### config.mk
export PLATFORM = sky130hd
export DESIGN_NAME = gregorian_jdn_converter_top_flat
export DESIGN_NICKNAME = d
export VERILOG_FILES = /design/src/hdl/gjc_pkg.sv /design/src/hdl/gjc_req_if.sv /design/src/hdl/gjc_res_if.sv /design/src/hdl/gregorian_jdn_converter_top.sv /design/src/hdl/gjc_date_to_day.sv /design/src/hdl/gjc_day_to_date.sv /design/src/flat_wrapper.sv
export SDC_FILE = /design/constraint.sdc
export NUM_CORES = 2
export LEC_CHECK = 0
export BUFFER_PORTS_ARGS = -buffer_cell sky130_fd_sc_hd__buf_2
export CORE_MARGIN = 10
export CORE_UTILIZATION = 63
export CTS_CLUSTER_SIZE = 40
export DETAILED_ROUTE_END_ITERATION = 16
export GPL_TIMING_DRIVEN = 0
export HOLD_SLACK_MARGIN = 0.12
export PLACE_DENSITY_LB_ADDON = 0.15
export SYNTH_ARGS = -nofsm -noshare
export SYNTH_HDL_FRONTEND = slang
export SYNTH_SLANG_ARGS = --single-unit
### constraint.sdc
create_clock -name i_clk -period 8.8 [get_ports i_clk]
set_input_delay 0 -clock i_clk [delete_from_list [all_inputs] [get_ports i_clk]]
set_output_delay 0 -clock i_clk [all_outputs]
set_load 0.005 [all_outputs]
### src/hdl/gjc_pkg.sv
`default_nettype none

package gjc_pkg;

    // Field widths
    localparam int YEAR_W   = 14;
    localparam int MONTH_W  = 4;
    localparam int DAY_W    = 5;
    localparam int JDN_W    = 23;
    localparam int JREL_W   = 22;   // day count relative to March 1 of year zero
    localparam int CENT_W   = 7;
    localparam int YY_W     = 7;
    localparam int MTERM_W  = 9;
    localparam int MLEN_W   = 5;

    // Pipeline depth
    localparam int FWD_STG  = 6;
    localparam int BACK_STG = 13;
    localparam int NUM_STG  = FWD_STG + BACK_STG;

    // Request type codes
    localparam logic REQ_TO_JDN  = 1'b0;
    localparam logic REQ_TO_DATE = 1'b1;

    // Calendar constants
    localparam logic [JDN_W-1:0]  JDN_BASE      = 23'd1721119;
    localparam logic [JDN_W-1:0]  JDN_FIRST     = 23'd1721426;
    localparam logic [JDN_W-1:0]  JDN_LAST      = 23'd5373484;
    localparam logic [YEAR_W-1:0] YEAR_LAST     = 14'd9999;
    localparam logic [17:0]       DAYS_400Y     = 18'd146097;
    localparam logic [10:0]       DAYS_4Y       = 11'd1461;
    localparam logic [7:0]        MONTH_SPAN    = 8'd153;
    localparam logic [6:0]        YEARS_PER_CENT = 7'd100;

    // Reciprocals: floor(2**SH / divisor); the estimate is low by at most one
    localparam logic [7:0] RCP_100    = 8'd163;
    localparam int         RCP_100_SH = 14;
    localparam logic [6:0] RCP_400Y   = 7'd114;
    localparam int         RCP_400Y_SH = 24;
    localparam logic [7:0] RCP_4Y     = 8'd179;
    localparam int         RCP_4Y_SH  = 18;
    localparam logic [3:0] RCP_153    = 4'd13;
    localparam int         RCP_153_SH = 11;
    localparam logic [5:0] RCP_5      = 6'd51;
    localparam int         RCP_5_SH   = 8;

    typedef struct packed {
        logic               req_type;
        logic [YEAR_W-1:0]  year;
        logic [MONTH_W-1:0] month;
        logic [DAY_W-1:0]   day;
        logic [JDN_W-1:0]   day_number;
    } t_req;

    typedef struct packed {
        logic               req_type;
        logic [YEAR_W-1:0]  year;
        logic [MONTH_W-1:0] month;
        logic [DAY_W-1:0]   day;
        logic               bad;
        logic [JDN_W-1:0]   jdn;
    } t_tag;

    typedef struct packed {
        t_tag              tag;
        logic [JREL_W-1:0] jrel;
    } t_mid;

    typedef struct packed {
        logic [JDN_W-1:0]   jdn_out;
        logic [YEAR_W-1:0]  year_out;
        logic [MONTH_W-1:0] month_out;
        logic [DAY_W-1:0]   day_out;
        logic               valid_res;
        logic               leap;
        logic [MLEN_W-1:0]  month_length;
    } t_res;

    // Days from March 1 to the first of a March-based month: (153*m + 2) / 5
    function automatic logic [MTERM_W-1:0] march_days(input logic [MONTH_W-1:0] ma);
        logic [MTERM_W-1:0] r;
        case (ma)
            4'd0:    r = 9'd0;
            4'd1:    r = 9'd31;
            4'd2:    r = 9'd61;
            4'd3:    r = 9'd92;
            4'd4:    r = 9'd122;
            4'd5:    r = 9'd153;
            4'd6:    r = 9'd184;
            4'd7:    r = 9'd214;
            4'd8:    r = 9'd245;
            4'd9:    r = 9'd275;
            4'd10:   r = 9'd306;
            4'd11:   r = 9'd337;
            4'd12:   r = 9'd367;
            default: r = 9'd0;
        endcase
        return r;
    endfunction

    function automatic logic [MLEN_W-1:0] month_len(input logic [MONTH_W-1:0] mo,
                                                    input logic lp);
        logic [MLEN_W-1:0] r;
        case (mo) inside
            4'd2:                     r = lp ? 5'd29 : 5'd28;
            4'd4, 4'd6, 4'd9, 4'd11:  r = 5'd30;
            [4'd1:4'd12]:             r = 5'd31;
            default:                  r = 5'd0;
        endcase
        return r;
    endfunction

endpackage

`default_nettype wire

### src/hdl/gjc_req_if.sv
`default_nettype none

interface gjc_req_if;
    import gjc_pkg::*;

    logic               valid;
    logic               ready;
    logic               req_type;
    logic [YEAR_W-1:0]  year;
    logic [MONTH_W-1:0] month;
    logic [DAY_W-1:0]   day;
    logic [JDN_W-1:0]   day_number;

    modport source (output valid, req_type, year, month, day, day_number, input ready);
    modport sink   (input valid, req_type, year, month, day, day_number, output ready);
endinterface

`default_nettype wire

### src/hdl/gjc_res_if.sv
`default_nettype none

interface gjc_res_if;
    import gjc_pkg::*;

    logic               valid;
    logic               ready;
    logic [JDN_W-1:0]   jdn_out;
    logic [YEAR_W-1:0]  year_out;
    logic [MONTH_W-1:0] month_out;
    logic [DAY_W-1:0]   day_out;
    logic               valid_res;
    logic               leap;
    logic [MLEN_W-1:0]  month_length;

    modport source (output valid, jdn_out, year_out, month_out, day_out, valid_res, leap,
                    month_length, input ready);
    modport sink   (input valid, jdn_out, year_out, month_out, day_out, valid_res, leap,
                    month_length, output ready);
endinterface

`default_nettype wire

### src/hdl/gregorian_jdn_converter_top.sv
// Gregorian date / Julian day number converter. Each request transaction carries either a
// date (req_type 0) or a day number (req_type 1) and yields exactly one result transaction,
// in order. The datapath is a 19-stage pipeline: six stages build the day number from the
// date, thirteen convert it back, each constant division done as a reciprocal multiply
// followed by a one-step correction. One transaction per cycle is taken as long as results
// are drained; every stage holds its own valid bit, so empty stages fill even while the
// output register waits on ready.
`default_nettype none

module gregorian_jdn_converter_top (
    input  logic      i_clk,
    input  logic      i_rst_n,
    gjc_req_if.sink   i_req,
    gjc_res_if.source o_res
);
    import gjc_pkg::*;

    logic [NUM_STG-1:0] r_vld;
    logic [NUM_STG-1:0] n_vld;
    logic [NUM_STG-1:0] w_en;
    t_req               w_req;
    t_mid               w_mid;
    t_res               w_res;

    // A stage advances when empty or when the stage after it advances
    always_comb begin
        w_en[NUM_STG-1] = !r_vld[NUM_STG-1] || o_res.ready;
        for (int k = NUM_STG - 2; k >= 0; k--) begin
            w_en[k] = !r_vld[k] || w_en[k+1];
        end
    end

    always_comb begin
        n_vld = r_vld;
        if (w_en[0]) begin
            n_vld[0] = i_req.valid;
        end
        for (int k = 1; k < NUM_STG; k++) begin
            if (w_en[k]) begin
                n_vld[k] = r_vld[k-1];
            end
        end
    end

    always_ff @(posedge i_clk) begin
        if (!i_rst_n) begin
            r_vld <= '0;
        end else begin
            r_vld <= n_vld;
        end
    end

    assign w_req.req_type   = i_req.req_type;
    assign w_req.year       = i_req.year;
    assign w_req.month      = i_req.month;
    assign w_req.day        = i_req.day;
    assign w_req.day_number = i_req.day_number;

    gjc_date_to_day u_fwd (
        .i_clk (i_clk),
        .i_en  (w_en[FWD_STG-1:0]),
        .i_req (w_req),
        .o_mid (w_mid)
    );

    gjc_day_to_date u_back (
        .i_clk (i_clk),
        .i_en  (w_en[NUM_STG-1:FWD_STG]),
        .i_mid (w_mid),
        .o_res (w_res)
    );

    assign i_req.ready        = w_en[0];
    assign o_res.valid        = r_vld[NUM_STG-1];
    assign o_res.jdn_out      = w_res.jdn_out;
    assign o_res.year_out     = w_res.year_out;
    assign o_res.month_out    = w_res.month_out;
    assign o_res.day_out      = w_res.day_out;
    assign o_res.valid_res    = w_res.valid_res;
    assign o_res.leap         = w_res.leap;
    assign o_res.month_length = w_res.month_length;

    a_accept_enters: assert property (@(posedge i_clk) disable iff (!i_rst_n)
        i_req.valid && i_req.ready |=> r_vld[0])
        else $error("accepted request did not enter the first stage");

    a_ready_only_full: assert property (@(posedge i_clk) disable iff (!i_rst_n)
        !i_req.ready |-> (&r_vld) && !o_res.ready)
        else $error("request stalled while the pipeline has room");

    a_valid_month: assert property (@(posedge i_clk) disable iff (!i_rst_n)
        o_res.valid && o_res.valid_res |->
            o_res.month_out >= 4'd1 && o_res.month_out <= 4'd12 && o_res.month_length != '0)
        else $error("valid result with month out of range");

    a_valid_day: assert property (@(posedge i_clk) disable iff (!i_rst_n)
        o_res.valid && o_res.valid_res |->
            o_res.day_out != '0 && o_res.day_out <= o_res.month_length)
        else $error("valid result with day outside its month");

    a_leap_feb: assert property (@(posedge i_clk) disable iff (!i_rst_n)
        o_res.valid && o_res.month_length == 5'd29 |-> o_res.leap && o_res.month_out == 4'd2)
        else $error("29-day month outside a leap February");

endmodule

`default_nettype wire

### src/hdl/gjc_date_to_day.sv
`default_nettype none

module gjc_date_to_day (
    input  logic                        i_clk,
    input  logic [gjc_pkg::FWD_STG-1:0] i_en,
    input  gjc_pkg::t_req               i_req,
    output gjc_pkg::t_mid               o_mid
);
    import gjc_pkg::*;

    // Request fields and range flag ride along stage by stage
    t_req                r_req [FWD_STG-1];
    logic [FWD_STG-2:0]  r_bad;

    logic [MONTH_W-1:0]  r_s0_ma;
    logic [YEAR_W-1:0]   r_s0_ya;
    logic [MONTH_W-1:0]  r_s1_ma;
    logic [YEAR_W-1:0]   r_s1_ya;
    logic [21:0]         r_s1_pc;
    logic [MONTH_W-1:0]  r_s2_ma;
    logic [CENT_W-1:0]   r_s2_ce;
    logic [7:0]          r_s2_yr;
    logic [CENT_W-1:0]   r_s3_cent;
    logic [YY_W-1:0]     r_s3_yr;
    logic [MTERM_W-1:0]  r_s3_mterm;
    logic [MTERM_W-1:0]  r_s4_mterm;
    logic [15:0]         r_s4_ty;
    logic [21:0]         r_s4_tc;
    t_mid                r_mid;

    logic                n_s0_bad;
    logic [MONTH_W-1:0]  n_s0_ma;
    logic [YEAR_W-1:0]   n_s0_ya;
    logic [CENT_W-1:0]   n_s2_ce;
    logic [YEAR_W-1:0]   n_s2_yr;
    logic                n_s3_hi;
    logic [17:0]         n_s4_typ;
    logic [23:0]         n_s4_tcp;
    logic [JDN_W-1:0]    n_s5_sum;
    logic [JDN_W-1:0]    n_s5_jdn;
    logic [JDN_W-1:0]    n_s5_rel;

    always_comb begin
        if (i_req.req_type == REQ_TO_DATE) begin
            n_s0_bad = (i_req.day_number < JDN_FIRST) || (i_req.day_number > JDN_LAST);
        end else begin
            n_s0_bad = (i_req.year == '0) || (i_req.year > YEAR_LAST);
        end
        // Shift to a March-based year so the leap day falls at the end
        if (i_req.month > 4'd2) begin
            n_s0_ma = i_req.month - 4'd3;
            n_s0_ya = i_req.year;
        end else begin
            n_s0_ma = i_req.month + 4'd9;
            n_s0_ya = i_req.year - 14'd1;
        end
    end

    always_comb begin
        n_s2_ce = r_s1_pc[RCP_100_SH +: CENT_W];
        n_s2_yr = r_s1_ya - YEAR_W'(n_s2_ce) * YEAR_W'(YEARS_PER_CENT);
        n_s3_hi = r_s2_yr >= 8'(YEARS_PER_CENT);
        n_s4_typ = 18'(r_s3_yr) * 18'(DAYS_4Y);
        n_s4_tcp = 24'(r_s3_cent) * 24'(DAYS_400Y);
        n_s5_sum = JDN_W'(r_req[FWD_STG-2].day) + JDN_W'(r_s4_mterm)
                 + JDN_W'(r_s4_ty) + JDN_W'(r_s4_tc);
        if (r_req[FWD_STG-2].req_type == REQ_TO_DATE) begin
            n_s5_jdn = r_req[FWD_STG-2].day_number;
            n_s5_rel = r_req[FWD_STG-2].day_number - JDN_BASE;
        end else begin
            n_s5_jdn = n_s5_sum + JDN_BASE;
            n_s5_rel = n_s5_sum;
        end
    end

    always_ff @(posedge i_clk) begin
        if (i_en[0]) begin
            r_req[0] <= i_req;
            r_bad[0] <= n_s0_bad;
            r_s0_ma  <= n_s0_ma;
            r_s0_ya  <= n_s0_ya;
        end
        for (int k = 1; k < FWD_STG - 1; k++) begin
            if (i_en[k]) begin
                r_req[k] <= r_req[k-1];
                r_bad[k] <= r_bad[k-1];
            end
        end
        if (i_en[1]) begin
            r_s1_ma <= r_s0_ma;
            r_s1_ya <= r_s0_ya;
            r_s1_pc <= 22'(r_s0_ya) * 22'(RCP_100);
        end
        if (i_en[2]) begin
            r_s2_ma <= r_s1_ma;
            r_s2_ce <= n_s2_ce;
            r_s2_yr <= n_s2_yr[7:0];
        end
        if (i_en[3]) begin
            // Estimate may be one century short: correct it
            r_s3_cent  <= r_s2_ce + CENT_W'(n_s3_hi);
            r_s3_yr    <= n_s3_hi ? YY_W'(r_s2_yr - 8'(YEARS_PER_CENT)) : r_s2_yr[YY_W-1:0];
            r_s3_mterm <= march_days(r_s2_ma);
        end
        if (i_en[4]) begin
            r_s4_mterm <= r_s3_mterm;
            r_s4_ty    <= n_s4_typ[17:2];
            r_s4_tc    <= n_s4_tcp[23:2];
        end
        if (i_en[5]) begin
            r_mid.tag.req_type <= r_req[FWD_STG-2].req_type;
            r_mid.tag.year     <= r_req[FWD_STG-2].year;
            r_mid.tag.month    <= r_req[FWD_STG-2].month;
            r_mid.tag.day      <= r_req[FWD_STG-2].day;
            r_mid.tag.bad      <= r_bad[FWD_STG-2];
            r_mid.tag.jdn      <= n_s5_jdn;
            r_mid.jrel         <= n_s5_rel[JREL_W-1:0];
        end
    end

    assign o_mid = r_mid;

endmodule

`default_nettype wire

### src/hdl/gjc_day_to_date.sv
`default_nettype none

module gjc_day_to_date (
    input  logic                         i_clk,
    input  logic [gjc_pkg::BACK_STG-1:0] i_en,
    input  gjc_pkg::t_mid                i_mid,
    output gjc_pkg::t_res                o_res
);
    import gjc_pkg::*;

    localparam logic [15:0] PM_MUL = 16'(5 * RCP_153);
    localparam logic [15:0] PM_OFS = 16'(3 * RCP_153);

    t_tag                r_tag [BACK_STG-1];

    logic [23:0]         r_b0_t;
    logic [23:0]         r_b1_t;
    logic [30:0]         r_b1_pt;
    logic [CENT_W-1:0]   r_b2_ce;
    logic [18:0]         r_b2_re;
    logic [CENT_W-1:0]   r_b3_cent;
    logic [17:0]         r_b3_t2;
    logic [CENT_W-1:0]   r_b4_cent;
    logic [17:0]         r_b4_t2;
    logic [25:0]         r_b4_py;
    logic [CENT_W-1:0]   r_b5_cent;
    logic [7:0]          r_b5_ye;
    logic [11:0]         r_b5_rd;
    logic [CENT_W-1:0]   r_b6_cent;
    logic [YY_W-1:0]     r_b6_yy;
    logic [8:0]          r_b6_d1;
    logic [CENT_W-1:0]   r_b7_cent;
    logic [YY_W-1:0]     r_b7_yy;
    logic [10:0]         r_b7_u;
    logic [14:0]         r_b7_pm;
    logic [CENT_W-1:0]   r_b8_cent;
    logic [YY_W-1:0]     r_b8_yy;
    logic [MONTH_W-1:0]  r_b8_me;
    logic [8:0]          r_b8_rm;
    logic [CENT_W-1:0]   r_b9_cent;
    logic [YY_W-1:0]     r_b9_yy;
    logic [MONTH_W-1:0]  r_b9_mm;
    logic [7:0]          r_b9_v;
    logic [13:0]         r_b10_pd;
    logic [7:0]          r_b10_v;
    logic [MONTH_W-1:0]  r_b10_mo;
    logic [CENT_W-1:0]   r_b10_c;
    logic [YY_W-1:0]     r_b10_y;
    logic [DAY_W-1:0]    r_b11_de;
    logic [3:0]          r_b11_rdd;
    logic [MONTH_W-1:0]  r_b11_mo;
    logic [YEAR_W-1:0]   r_b11_yo;
    logic                r_b11_leap;
    t_res                r_res;

    logic [CENT_W-1:0]   n_b2_ce;
    logic [24:0]         n_b2_re;
    logic                n_b3_hi;
    logic [18:0]         n_b3_rc;
    logic [7:0]          n_b5_ye;
    logic [18:0]         n_b5_rd;
    logic                n_b6_hi;
    logic [11:0]         n_b6_rdc;
    logic [11:0]         n_b6_sum;
    logic [11:0]         n_b7_u;
    logic [15:0]         n_b7_pm;
    logic [MONTH_W-1:0]  n_b8_me;
    logic [11:0]         n_b8_rm;
    logic                n_b9_hi;
    logic [8:0]          n_b9_rmc;
    logic                n_b10_inc;
    logic [MONTH_W-1:0]  n_b10_mo;
    logic [CENT_W-1:0]   n_b10_c;
    logic [YY_W-1:0]     n_b10_y;
    logic [DAY_W-1:0]    n_b11_de;
    logic [7:0]          n_b11_rdd;
    logic                n_b11_leap;
    logic [DAY_W-1:0]    n_b12_day;
    logic                n_b12_ok;

    always_comb begin
        n_b2_ce  = r_b1_pt[RCP_400Y_SH +: CENT_W];
        n_b2_re  = 25'(r_b1_t) - 25'(n_b2_ce) * 25'(DAYS_400Y);
        n_b3_hi  = r_b2_re >= 19'(DAYS_400Y);
        n_b3_rc  = n_b3_hi ? (r_b2_re - 19'(DAYS_400Y)) : r_b2_re;
        n_b5_ye  = r_b4_py[RCP_4Y_SH +: 8];
        n_b5_rd  = 19'(r_b4_t2) - 19'(n_b5_ye) * 19'(DAYS_4Y);
        n_b6_hi  = r_b5_rd >= 12'(DAYS_4Y);
        n_b6_rdc = n_b6_hi ? (r_b5_rd - 12'(DAYS_4Y)) : r_b5_rd;
        n_b6_sum = n_b6_rdc + 12'd4;
        // 5*d - 3 and its product with the reciprocal of 153, from d directly
        n_b7_u   = 12'(r_b6_d1) * 12'd5 - 12'd3;
        n_b7_pm  = 16'(r_b6_d1) * PM_MUL - PM_OFS;
        n_b8_me  = r_b7_pm[RCP_153_SH +: MONTH_W];
        n_b8_rm  = 12'(r_b7_u) - 12'(n_b8_me) * 12'(MONTH_SPAN);
        n_b9_hi  = r_b8_rm >= 9'(MONTH_SPAN);
        n_b9_rmc = n_b9_hi ? (r_b8_rm - 9'(MONTH_SPAN)) : r_b8_rm;
    end

    // Back to a January-based year; keep the year as century and year of century
    always_comb begin
        n_b10_inc = r_b9_mm >= 4'd10;
        n_b10_mo  = n_b10_inc ? (r_b9_mm - 4'd9) : (r_b9_mm + 4'd3);
        n_b10_c   = r_b9_cent;
        n_b10_y   = r_b9_yy;
        if (n_b10_inc) begin
            if (r_b9_yy == YY_W'(YEARS_PER_CENT - 7'd1)) begin
                n_b10_c = r_b9_cent + 7'd1;
                n_b10_y = '0;
            end else begin
                n_b10_y = r_b9_yy + 7'd1;
            end
        end
    end

    always_comb begin
        n_b11_de   = r_b10_pd[RCP_5_SH +: DAY_W];
        n_b11_rdd  = r_b10_v - 8'(n_b11_de) * 8'd5;
        n_b11_leap = (r_b10_y == '0) ? (r_b10_c[1:0] == 2'b00) : (r_b10_y[1:0] == 2'b00);
        n_b12_day  = r_b11_de + DAY_W'(r_b11_rdd >= 4'd5);
        if (r_tag[BACK_STG-2].req_type == REQ_TO_DATE) begin
            n_b12_ok = 1'b1;
        end else begin
            n_b12_ok = (r_b11_yo == r_tag[BACK_STG-2].year)
                    && (r_b11_mo == r_tag[BACK_STG-2].month)
                    && (n_b12_day == r_tag[BACK_STG-2].day);
        end
    end

    always_ff @(posedge i_clk) begin
        if (i_en[0]) begin
            r_tag[0] <= i_mid.tag;
            r_b0_t   <= {i_mid.jrel, 2'b00} - 24'd1;
        end
        for (int k = 1; k < BACK_STG - 1; k++) begin
            if (i_en[k]) begin
                r_tag[k] <= r_tag[k-1];
            end
        end
        if (i_en[1]) begin
            r_b1_t  <= r_b0_t;
            r_b1_pt <= 31'(r_b0_t) * 31'(RCP_400Y);
        end
        if (i_en[2]) begin
            r_b2_ce <= n_b2_ce;
            r_b2_re <= n_b2_re[18:0];
        end
        if (i_en[3]) begin
            r_b3_cent <= r_b2_ce + CENT_W'(n_b3_hi);
            r_b3_t2   <= n_b3_rc[17:0] | 18'd3;
        end
        if (i_en[4]) begin
            r_b4_cent <= r_b3_cent;
            r_b4_t2   <= r_b3_t2;
            r_b4_py   <= 26'(r_b3_t2) * 26'(RCP_4Y);
        end
        if (i_en[5]) begin
            r_b5_cent <= r_b4_cent;
            r_b5_ye   <= n_b5_ye;
            r_b5_rd   <= n_b5_rd[11:0];
        end
        if (i_en[6]) begin
            r_b6_cent <= r_b5_cent;
            r_b6_yy   <= YY_W'(r_b5_ye + 8'(n_b6_hi));
            r_b6_d1   <= n_b6_sum[10:2];
        end
        if (i_en[7]) begin
            r_b7_cent <= r_b6_cent;
            r_b7_yy   <= r_b6_yy;
            r_b7_u    <= n_b7_u[10:0];
            r_b7_pm   <= n_b7_pm[14:0];
        end
        if (i_en[8]) begin
            r_b8_cent <= r_b7_cent;
            r_b8_yy   <= r_b7_yy;
            r_b8_me   <= n_b8_me;
            r_b8_rm   <= n_b8_rm[8:0];
        end
        if (i_en[9]) begin
            r_b9_cent <= r_b8_cent;
            r_b9_yy   <= r_b8_yy;
            r_b9_mm   <= r_b8_me + MONTH_W'(n_b9_hi);
            r_b9_v    <= n_b9_rmc[7:0] + 8'd5;
        end
        if (i_en[10]) begin
            r_b10_pd <= 14'(r_b9_v) * 14'(RCP_5);
            r_b10_v  <= r_b9_v;
            r_b10_mo <= n_b10_mo;
            r_b10_c  <= n_b10_c;
            r_b10_y  <= n_b10_y;
        end
        if (i_en[11]) begin
            r_b11_de   <= n_b11_de;
            r_b11_rdd  <= n_b11_rdd[3:0];
            r_b11_mo   <= r_b10_mo;
            r_b11_yo   <= YEAR_W'(r_b10_c) * YEAR_W'(YEARS_PER_CENT) + YEAR_W'(r_b10_y);
            r_b11_leap <= n_b11_leap;
        end
        if (i_en[12]) begin
            if (r_tag[BACK_STG-2].bad) begin
                r_res <= '0;
            end else begin
                r_res.jdn_out      <= r_tag[BACK_STG-2].jdn;
                r_res.year_out     <= r_b11_yo;
                r_res.month_out    <= r_b11_mo;
                r_res.day_out      <= n_b12_day;
                r_res.valid_res    <= n_b12_ok;
                r_res.leap         <= r_b11_leap;
                r_res.month_length <= month_len(r_b11_mo, r_b11_leap);
            end
        end
    end

    assign o_res = r_res;

endmodule

`default_nettype wire

### src/flat_wrapper.sv
// flat-port wrapper written by rule: the top's interface ports become plain ports
module gregorian_jdn_converter_top_flat import gjc_pkg::*;
  (i_clk, i_rst_n, i_req_valid, i_req_req_type, i_req_year, i_req_month, i_req_day, i_req_day_number, i_req_ready, o_res_valid, o_res_jdn_out, o_res_year_out, o_res_month_out, o_res_day_out, o_res_valid_res, o_res_leap, o_res_month_length, o_res_ready);
  gjc_req_if i_req_i ();
  gjc_res_if o_res_i ();
  input  logic i_clk;
  input  logic i_rst_n;
  input wire logic [$bits(i_req_i.valid)-1:0] i_req_valid;
  input wire logic [$bits(i_req_i.req_type)-1:0] i_req_req_type;
  input wire logic [$bits(i_req_i.year)-1:0] i_req_year;
  input wire logic [$bits(i_req_i.month)-1:0] i_req_month;
  input wire logic [$bits(i_req_i.day)-1:0] i_req_day;
  input wire logic [$bits(i_req_i.day_number)-1:0] i_req_day_number;
  output wire logic [$bits(i_req_i.ready)-1:0] i_req_ready;
  output wire logic [$bits(o_res_i.valid)-1:0] o_res_valid;
  output wire logic [$bits(o_res_i.jdn_out)-1:0] o_res_jdn_out;
  output wire logic [$bits(o_res_i.year_out)-1:0] o_res_year_out;
  output wire logic [$bits(o_res_i.month_out)-1:0] o_res_month_out;
  output wire logic [$bits(o_res_i.day_out)-1:0] o_res_day_out;
  output wire logic [$bits(o_res_i.valid_res)-1:0] o_res_valid_res;
  output wire logic [$bits(o_res_i.leap)-1:0] o_res_leap;
  output wire logic [$bits(o_res_i.month_length)-1:0] o_res_month_length;
  input wire logic [$bits(o_res_i.ready)-1:0] o_res_ready;
  assign i_req_i.valid = i_req_valid;
  assign i_req_i.req_type = i_req_req_type;
  assign i_req_i.year = i_req_year;
  assign i_req_i.month = i_req_month;
  assign i_req_i.day = i_req_day;
  assign i_req_i.day_number = i_req_day_number;
  assign i_req_ready = i_req_i.ready;
  assign o_res_valid = o_res_i.valid;
  assign o_res_jdn_out = o_res_i.jdn_out;
  assign o_res_year_out = o_res_i.year_out;
  assign o_res_month_out = o_res_i.month_out;
  assign o_res_day_out = o_res_i.day_out;
  assign o_res_valid_res = o_res_i.valid_res;
  assign o_res_leap = o_res_i.leap;
  assign o_res_month_length = o_res_i.month_length;
  assign o_res_i.ready = o_res_ready;
  gregorian_jdn_converter_top u_core (.i_clk(i_clk), .i_rst_n(i_rst_n), .i_req(i_req_i), .o_res(o_res_i));
endmodule
# Yosys cells after proc, flatten, opt, wreduce, memory -nomap -nowiden
# Memory sizes are Yosys's and may differ from the RTL's. A register that Yosys moved wholly into a read port is not among the register bits.
# Index checks and enable logic that the tools add are counted.
[word_totals]
register_bits = 646
latchBits = 0
ram_bits = 811
mem_bits_ro = 144
input_bits = 51
out_inout_bits = 55
word_cells = 261
mem_count = 3
[mem_list]
columns = ["memory", "words", "width", "rd", "rd_clocked_by_memory_dff", "write_ports", "line", "text"]
rows = [
  ["u_core.u_back.r_tag", 12, 48, 12, 0, 12, "gjc_day_to_date.sv:14", "t_tag r_tag [BACK_STG-1];"],
  ["u_core.u_fwd.r_req", 5, 47, 5, 0, 5, "gjc_date_to_day.sv:12", "t_req r_req [FWD_STG-1];"],
  ["(name not given)", 16, 9, 1, 1, 0, "gjc_pkg.sv:82", "case (ma)"],
]
[op_classes]
addsub = 32
mul = 14
div_mod_pow = 0
magnitude_cmp = 12
n_eq_ne = 9
shifts = 0
mux = 54
bitwise_logic = 0
n_reduce_logical = 48
[op_table]
columns = ["cell", "count"]
rows = [
  ["$mux W1", 38],
  ["$mux W7", 5],
  ["$mul A24 B6 Y30 const B", 1],
  ["$mul A18 B8 Y26 const B", 1],
  ["$mul A7 B18 Y24 const B", 1],
  ["$sub A24 B1 Y24 const B", 1],
  ["$add A17 B22 Y23", 1],
  ["$add A23 B21 Y23 const B", 1],
  ["$gt A23 B23 Y1 const B", 1],
  ["$lt A23 B21 Y1 const B", 1],
  ["$mux W23", 1],
  ["$mux W22", 1],
  ["$sub A22 B21 Y22 const B", 1],
  ["$add A7 B1 Y7", 3],
  ["$logic_or A1 B1 Y1", 21],
  ["$mul A14 B8 Y21 const B", 1],
  ["$ge A19 B18 Y1 const B", 1],
  ["$logic_not A1 Y1", 19],
  ["$mul A7 B18 Y19 const B", 1],
  ["$sub A19 B19 Y19", 1],
  ["$mul A7 B11 Y18 const B", 1],
  ["$mux W18", 1],
  ["$sub A18 B18 Y18 const B", 1],
  ["$add A10 B16 Y17", 1],
  ["55 further kinds", 64],
]

# Depth between registers and ports, before layout
[depth]
ltp_word = 22
ltp_mapped = 18
mapped_depth_nobuf = 18

# Hierarchy
# A second synthesis with hierarchy kept.
[hier_totals]
hier_cells = 4252
area_unflattened_um2 = 64881.0
[by_module_without_submodules]
columns = ["mod", "instances", "cells_each", "area_each_um2"]
rows = [
  ["gjc_day_to_date", 1, 2609, 42095.4],
  ["gjc_date_to_day", 1, 1540, 21908.5],
  ["gregorian_jdn_converter_top", 1, 103, 877.1],
]

# Least setup slack after synthesis
# OpenSTA, ideal clock, no wires.
[synth_timing]
path_kind = "register to register"
start = "register u_core.r_vld[18]"
end = "register u_core.u_fwd.r_bad[4], enable pin"
arrival_ps = 6007
setup_slack_ps = 2344
stages_incl_launch_ff = 10
n_path_buf = 0
period_less_slack_ps = 6456
path_cell_list = "dfxtp_1 nor2b_1 inv_1 nor2_1 and2_1 inv_1 nor3_1 and2_1 and3_1 inv_1"
[synth_between]
elab_chain_len = 16
[synth_lines]
columns = ["element", "line", "text"]
rows = [
  ["start, declared", "gregorian_jdn_converter_top.sv:18", "logic [NUM_STG-1:0] r_vld;"],
  ["start signal, assigned", "gregorian_jdn_converter_top.sv:49", "r_vld <= n_vld;"],
  ["$logic_not A1 Y1", "gregorian_jdn_converter_top.sv:27", "w_en[NUM_STG-1] = !r_vld[NUM_STG-1] || o_res.ready;"],
  ["$logic_or A1 B1 Y1", "gregorian_jdn_converter_top.sv:27", ""],
  ["via u_core.u_back.i_en (one bit)", "gjc_day_to_date.sv:5", "input logic [gjc_pkg::BACK_STG-1:0] i_en,"],
  ["$logic_or A1 B1 Y1 (5 in a row)", "gregorian_jdn_converter_top.sv:29", "w_en[k] = !r_vld[k] || w_en[k+1];"],
  ["via u_core.u_back.i_en (one bit)", "gjc_day_to_date.sv:5", ""],
  ["$logic_or A1 B1 Y1 (9 in a row)", "gregorian_jdn_converter_top.sv:29", ""],
  ["via u_core.u_fwd.i_en (one bit)", "gjc_date_to_day.sv:5", "input logic [gjc_pkg::FWD_STG-1:0] i_en,"],
  ["end signal, assigned by index", "gjc_date_to_day.sv:86", "r_bad[k] <= r_bad[k-1];"],
  ["end, declared", "gjc_date_to_day.sv:13", "logic [FWD_STG-2:0] r_bad;"],
]
# The timed path passes the listed nets, and every way through them passes these cells.
# A chain may end at the register's enable or synchronous reset.

# Worst setup path after layout
[layout_timing]
start = "register u_core.r_vld[18]"
end = "output i_req_ready"
[layout_between]
elab_chain_len = 20
[layout_lines]
columns = ["element", "line", "text"]
rows = [
  ["$logic_not A1 Y1", "gregorian_jdn_converter_top.sv:27", ""],
  ["$logic_or A1 B1 Y1", "gregorian_jdn_converter_top.sv:27", ""],
  ["via u_core.u_back.i_en (one bit)", "gjc_day_to_date.sv:5", ""],
  ["$logic_or A1 B1 Y1 (5 in a row)", "gregorian_jdn_converter_top.sv:29", ""],
  ["via u_core.u_back.i_en (one bit)", "gjc_day_to_date.sv:5", ""],
  ["$logic_or A1 B1 Y1 (13 in a row)", "gregorian_jdn_converter_top.sv:29", ""],
  ["end, declared", "flat_wrapper.sv:14", "output wire logic [$bits(i_req_i.ready)-1:0] i_req_ready;"],
]
# The timed path passes the listed nets, and every way through them passes these cells.

==> summary.md <==
| Metric | Value |
|---|---|
| Outcome | complete, no violations |
| Crit path required time | 8800 ps |
| Clock buffer count from CTS | 137 |
| TritonCTS clock tree | built |
| Worst Slack Setup Final | 2899 ps |
| Num Clock Sinks | 1386 |
| Max H-tree Level | 4 |
| Die area | 0.1149 sq mm |
| Hold slack | 210.3 ps |
| Via count | 32170 |
| Setup_tns | 0 ps |
| CP Max Fanout | 67 |
| Crit share post-route | 0.6706 |
| Synth cell types | 76 |
| Starting Density | 0.6376 |
| RR Startpoint | u_core.r_vld[18]$_SDFFE_PN0P_ |
| Clock period minus worst slack | 5901 ps |
| Row Count | 116 |
| Critical path class | reg -> out |
| I/O pin count | 106 |
| WP data arrival | 5900 ps |
| Pre-antenna DRT Iters | 5 |
| Post-synth EDFFs | 1367 |
| Cells after synthesis | 4132 |
| Iteration-0 DRC Markers | 2033 |
| RePlAce Congestion | 0.8573 |
| Area growth syn-to-layout | 12.84% |
| Fin. Hold Viols | 0 |
| Highest Clock Rate | 169.5 MHz |
| Final WL | 109.6 mm |
| Gates resized, CTS repair | 0 |
| Port buffer count | 104 |
| Final ANT Viol Nets | 0 |
| Synthesized flop and latch total | 1386 |
| Sequential share of the synthesized area | 0.6461 |
| Number of global-route vias before repair | 33370 |
| Post-synth ARST share | 0 |
| Crit-path cells | nor2b_1 > inv_2 > nor2_1 > and2_1 > inv_4 > buf_16 > nor3_1 > and2_1 > and3_1 > and2_1 > and3_1 > nand2_4 > buf_2 |
| Critical path's top delay family | simple AND/OR/NAND/NOR gates |
| Setup violators final | 0 |
| Slowest CP cell | nor3_1 |
| Fillers | 6181 |
| Reg2reg end | u_core.u_fwd.r_req[0][20]$_DFFE_PP_ |
| Overflow left after global routing | 0 |
| Nets@finish | 5338 |
| First-pass GRT wire length | 177.0 mm |
| CTS Buffer Depth | 3 |
| Synthesized Nets | 4980 |
| Initial antenna violation count | 2 |
| Post-Syn Area | 0.06413 sq mm |
| Die H | 339.0 microns |
| Yosys warning count | 0 |
| Reg clk slew, reported paths | 60 ps |
| Largest net degree at the start of global routing | 76 |
| Vias per Instance | 5.400 |
| DIE WIDTH | 339.0 microns |
| Hold EP | u_core.u_fwd.r_s0_ya[5]$_DFFE_PP_ |
| Worst R2R Setup Slack | 3490 ps |
| Least-Margin Pin Slew | 1010 ps |
| Root buffer cell | clkbuf_16 |
| Max-slew violation count | 0 |
| Slowest stage delay, CP | 590 ps |
| Most Frequent Cell on Critical Path | and2_1 |
| Worst skew pair latency | 750 ps |
| Worst Path Buf+Inv | 4 |
| Worst setup EP type | primary output |
| DRC violations left | 0 |
| Worst min path class | in -> reg |
| Max Cap Violations | 0 |
| Hold Crit Start | i_req_year[5] |
| RSZ-0062 raised after global routing | false |
| GRT Total Usage | 0.1924 |
| WL/cell | 18.41 microns |
| Core ar. | 0.1006 sq mm |
| Cell count of the worst reg-to-reg path | 12 |
| Worst rel slew slack | 0.3264 |
| Mean Syn Cell Area | 15.52 sq um |
| Worst hold stages | 3 |
| Clock skew | 46.78 ps |
| Worst setup SP type | flip-flop |
| Layout cells sized above 1 | 0.08243 |
| Post-place setup slack | 3614 ps |
| Main synth FF type | edfxtp_1 |
| Hpwl dp | 70.98 mm |
## tightest hold or removal path, cell delays in order
cell and delay [ps]:
dlygate4sd3_1 520, buf_2 160, xnor2_1 130
## what timing repair did
item,4_1_cts,5_1_grt
buffers inserted,0,0
hold endpoints to repair,139,0
hold buffers,101,0
## flip-flops by register name, indices dropped and copies added, names as in the netlist, 12 cells and up
name and cells:
u_core.u_back.r_b5_rd 12, u_core.u_fwd.r_req 235, u_core.u_fwd.r_s4_ty 16, u_core.u_back.r_b1_t 16
u_core.u_back.r_b3_t2 16, u_core.u_back.r_tag 576, u_core.u_fwd.r_s0_ya 14, u_core.u_back.r_b2_re 19
u_core.u_fwd.o_mid 70, u_core.u_back.r_b0_t 22, u_core.r_vld 19, u_core.u_back.r_b11_yo 14
u_core.u_back.o_res 51, u_core.u_fwd.r_s4_tc 22
## cells in the mapped netlist (all sizes together), types with 24 or more instances
cell,count,area [sq um]
o21ai,93,465.4
o21a,39,292.8
nor2,136,510.5
inv,563,2113
a21o,34,255.2
ha,567,7094
edfxtp,1367,41050
fa,230,4604
nor3,65,325.3
clkbuf,24,90.09
nor2b,68,425.4
nand2b,26,162.7
xnor2,209,1849
nand2,123,461.7
a21oi,125,629.4
nand3,51,255.2
xor2,122,1069
## per-stage QoR
step	cell area (sq um)	util	std cells
3_3_place_gp	66340	0.6596	5593
2_1_floorplan	64130	-	4132
5_1_grt	72360	0.7194	5957
4_1_cts	72350	0.7193	5955
6_report	72360	0.7194	5957
3_5_place_dp	66800	0.6641	5607
## worst max path at each step
stage	slack, ps	startpoint	cells after the start	to
after detailed placement	3610	u_core.u_fwd.r_s4_tc[1]$_DFFE_PP_	17	u_core.u_fwd.o_mid[44]$_DFFE_PP_
final	2900	u_core.r_vld[18]$_SDFFE_PN0P_	13	i_req_ready
after global routing	2610	u_core.r_vld[18]$_SDFFE_PN0P_	13	i_req_ready
after global placement	230	u_core.r_vld[18]$_SDFFE_PN0P_	9	u_core.u_fwd.r_req[0][189]$_DFFE_PP_
after floorplan	2340	u_core.r_vld[18]$_SDFFE_PN0P_	9	u_core.u_fwd.r_bad[4]$_DFFE_PP_
after CTS	2870	u_core.r_vld[18]$_SDFFE_PN0P_	13	i_req_ready
## metal layers
metal | track usage | part of all wire | wire (microns)
met4 | 0.05457 | 0.021 | 2254
met5 | 0 | 0 | 0
met1 | 0.2395 | 0.41 | 45430
met2 | 0.3445 | 0.53 | 57650
met3 | 0.03172 | 0.039 | 4305
## final cells by class
class	instances	area, sq um	area share
diodes	2	5.005	0.00006917
plain buffers	28	112.6	0.001556
clock buffers	168	3607	0.04985
clock inverters	79	937.1	0.01295
inverters	564	2140	0.02957
multi-input cells	2154	20530	0.2837
flip-flops and latches	1386	41430	0.5726
well taps	1357	1698	0.02346
repair buffers	219	1902	0.02628
## layout by cell type (no fill, tap or decap), types with 104 or more instances in the layout
cell       synthesis  final
a21oi_1          124    124
buf_2              0    104
clkbuf_16          0    139
edfxtp_1        1367   1367
fa_1             230    230
ha_1             567    567
inv_1            563    552
nand2_1          123    115
nor2_1           136    136
xnor2_1          208    208
xor2_1           122    122
## cell families (layout without fill, tap and decap cells)
| family | after synthesis | in the layout | share of synthesized area |
|---|---|---|---|
| flip-flops | 1386 | 1386 | 0.6461 |
| adder cells (fa/ha/maj) | 797 | 797 | 0.1824 |
| buffers and inverters | 592 | 1058 | 0.03477 |
| AND/OR/NAND/NOR | 581 | 581 | 0.04513 |
| AO/OA/AOI/OAI | 434 | 434 | 0.04427 |
| XOR/XNOR | 331 | 331 | 0.04550 |
| multiplexers | 11 | 11 | 0.001834 |
| other | 0 | 2 | 0 |
Power is not shown: default switching activity piles up to over one toggle a cycle in this logic, so the estimate is an artifact.
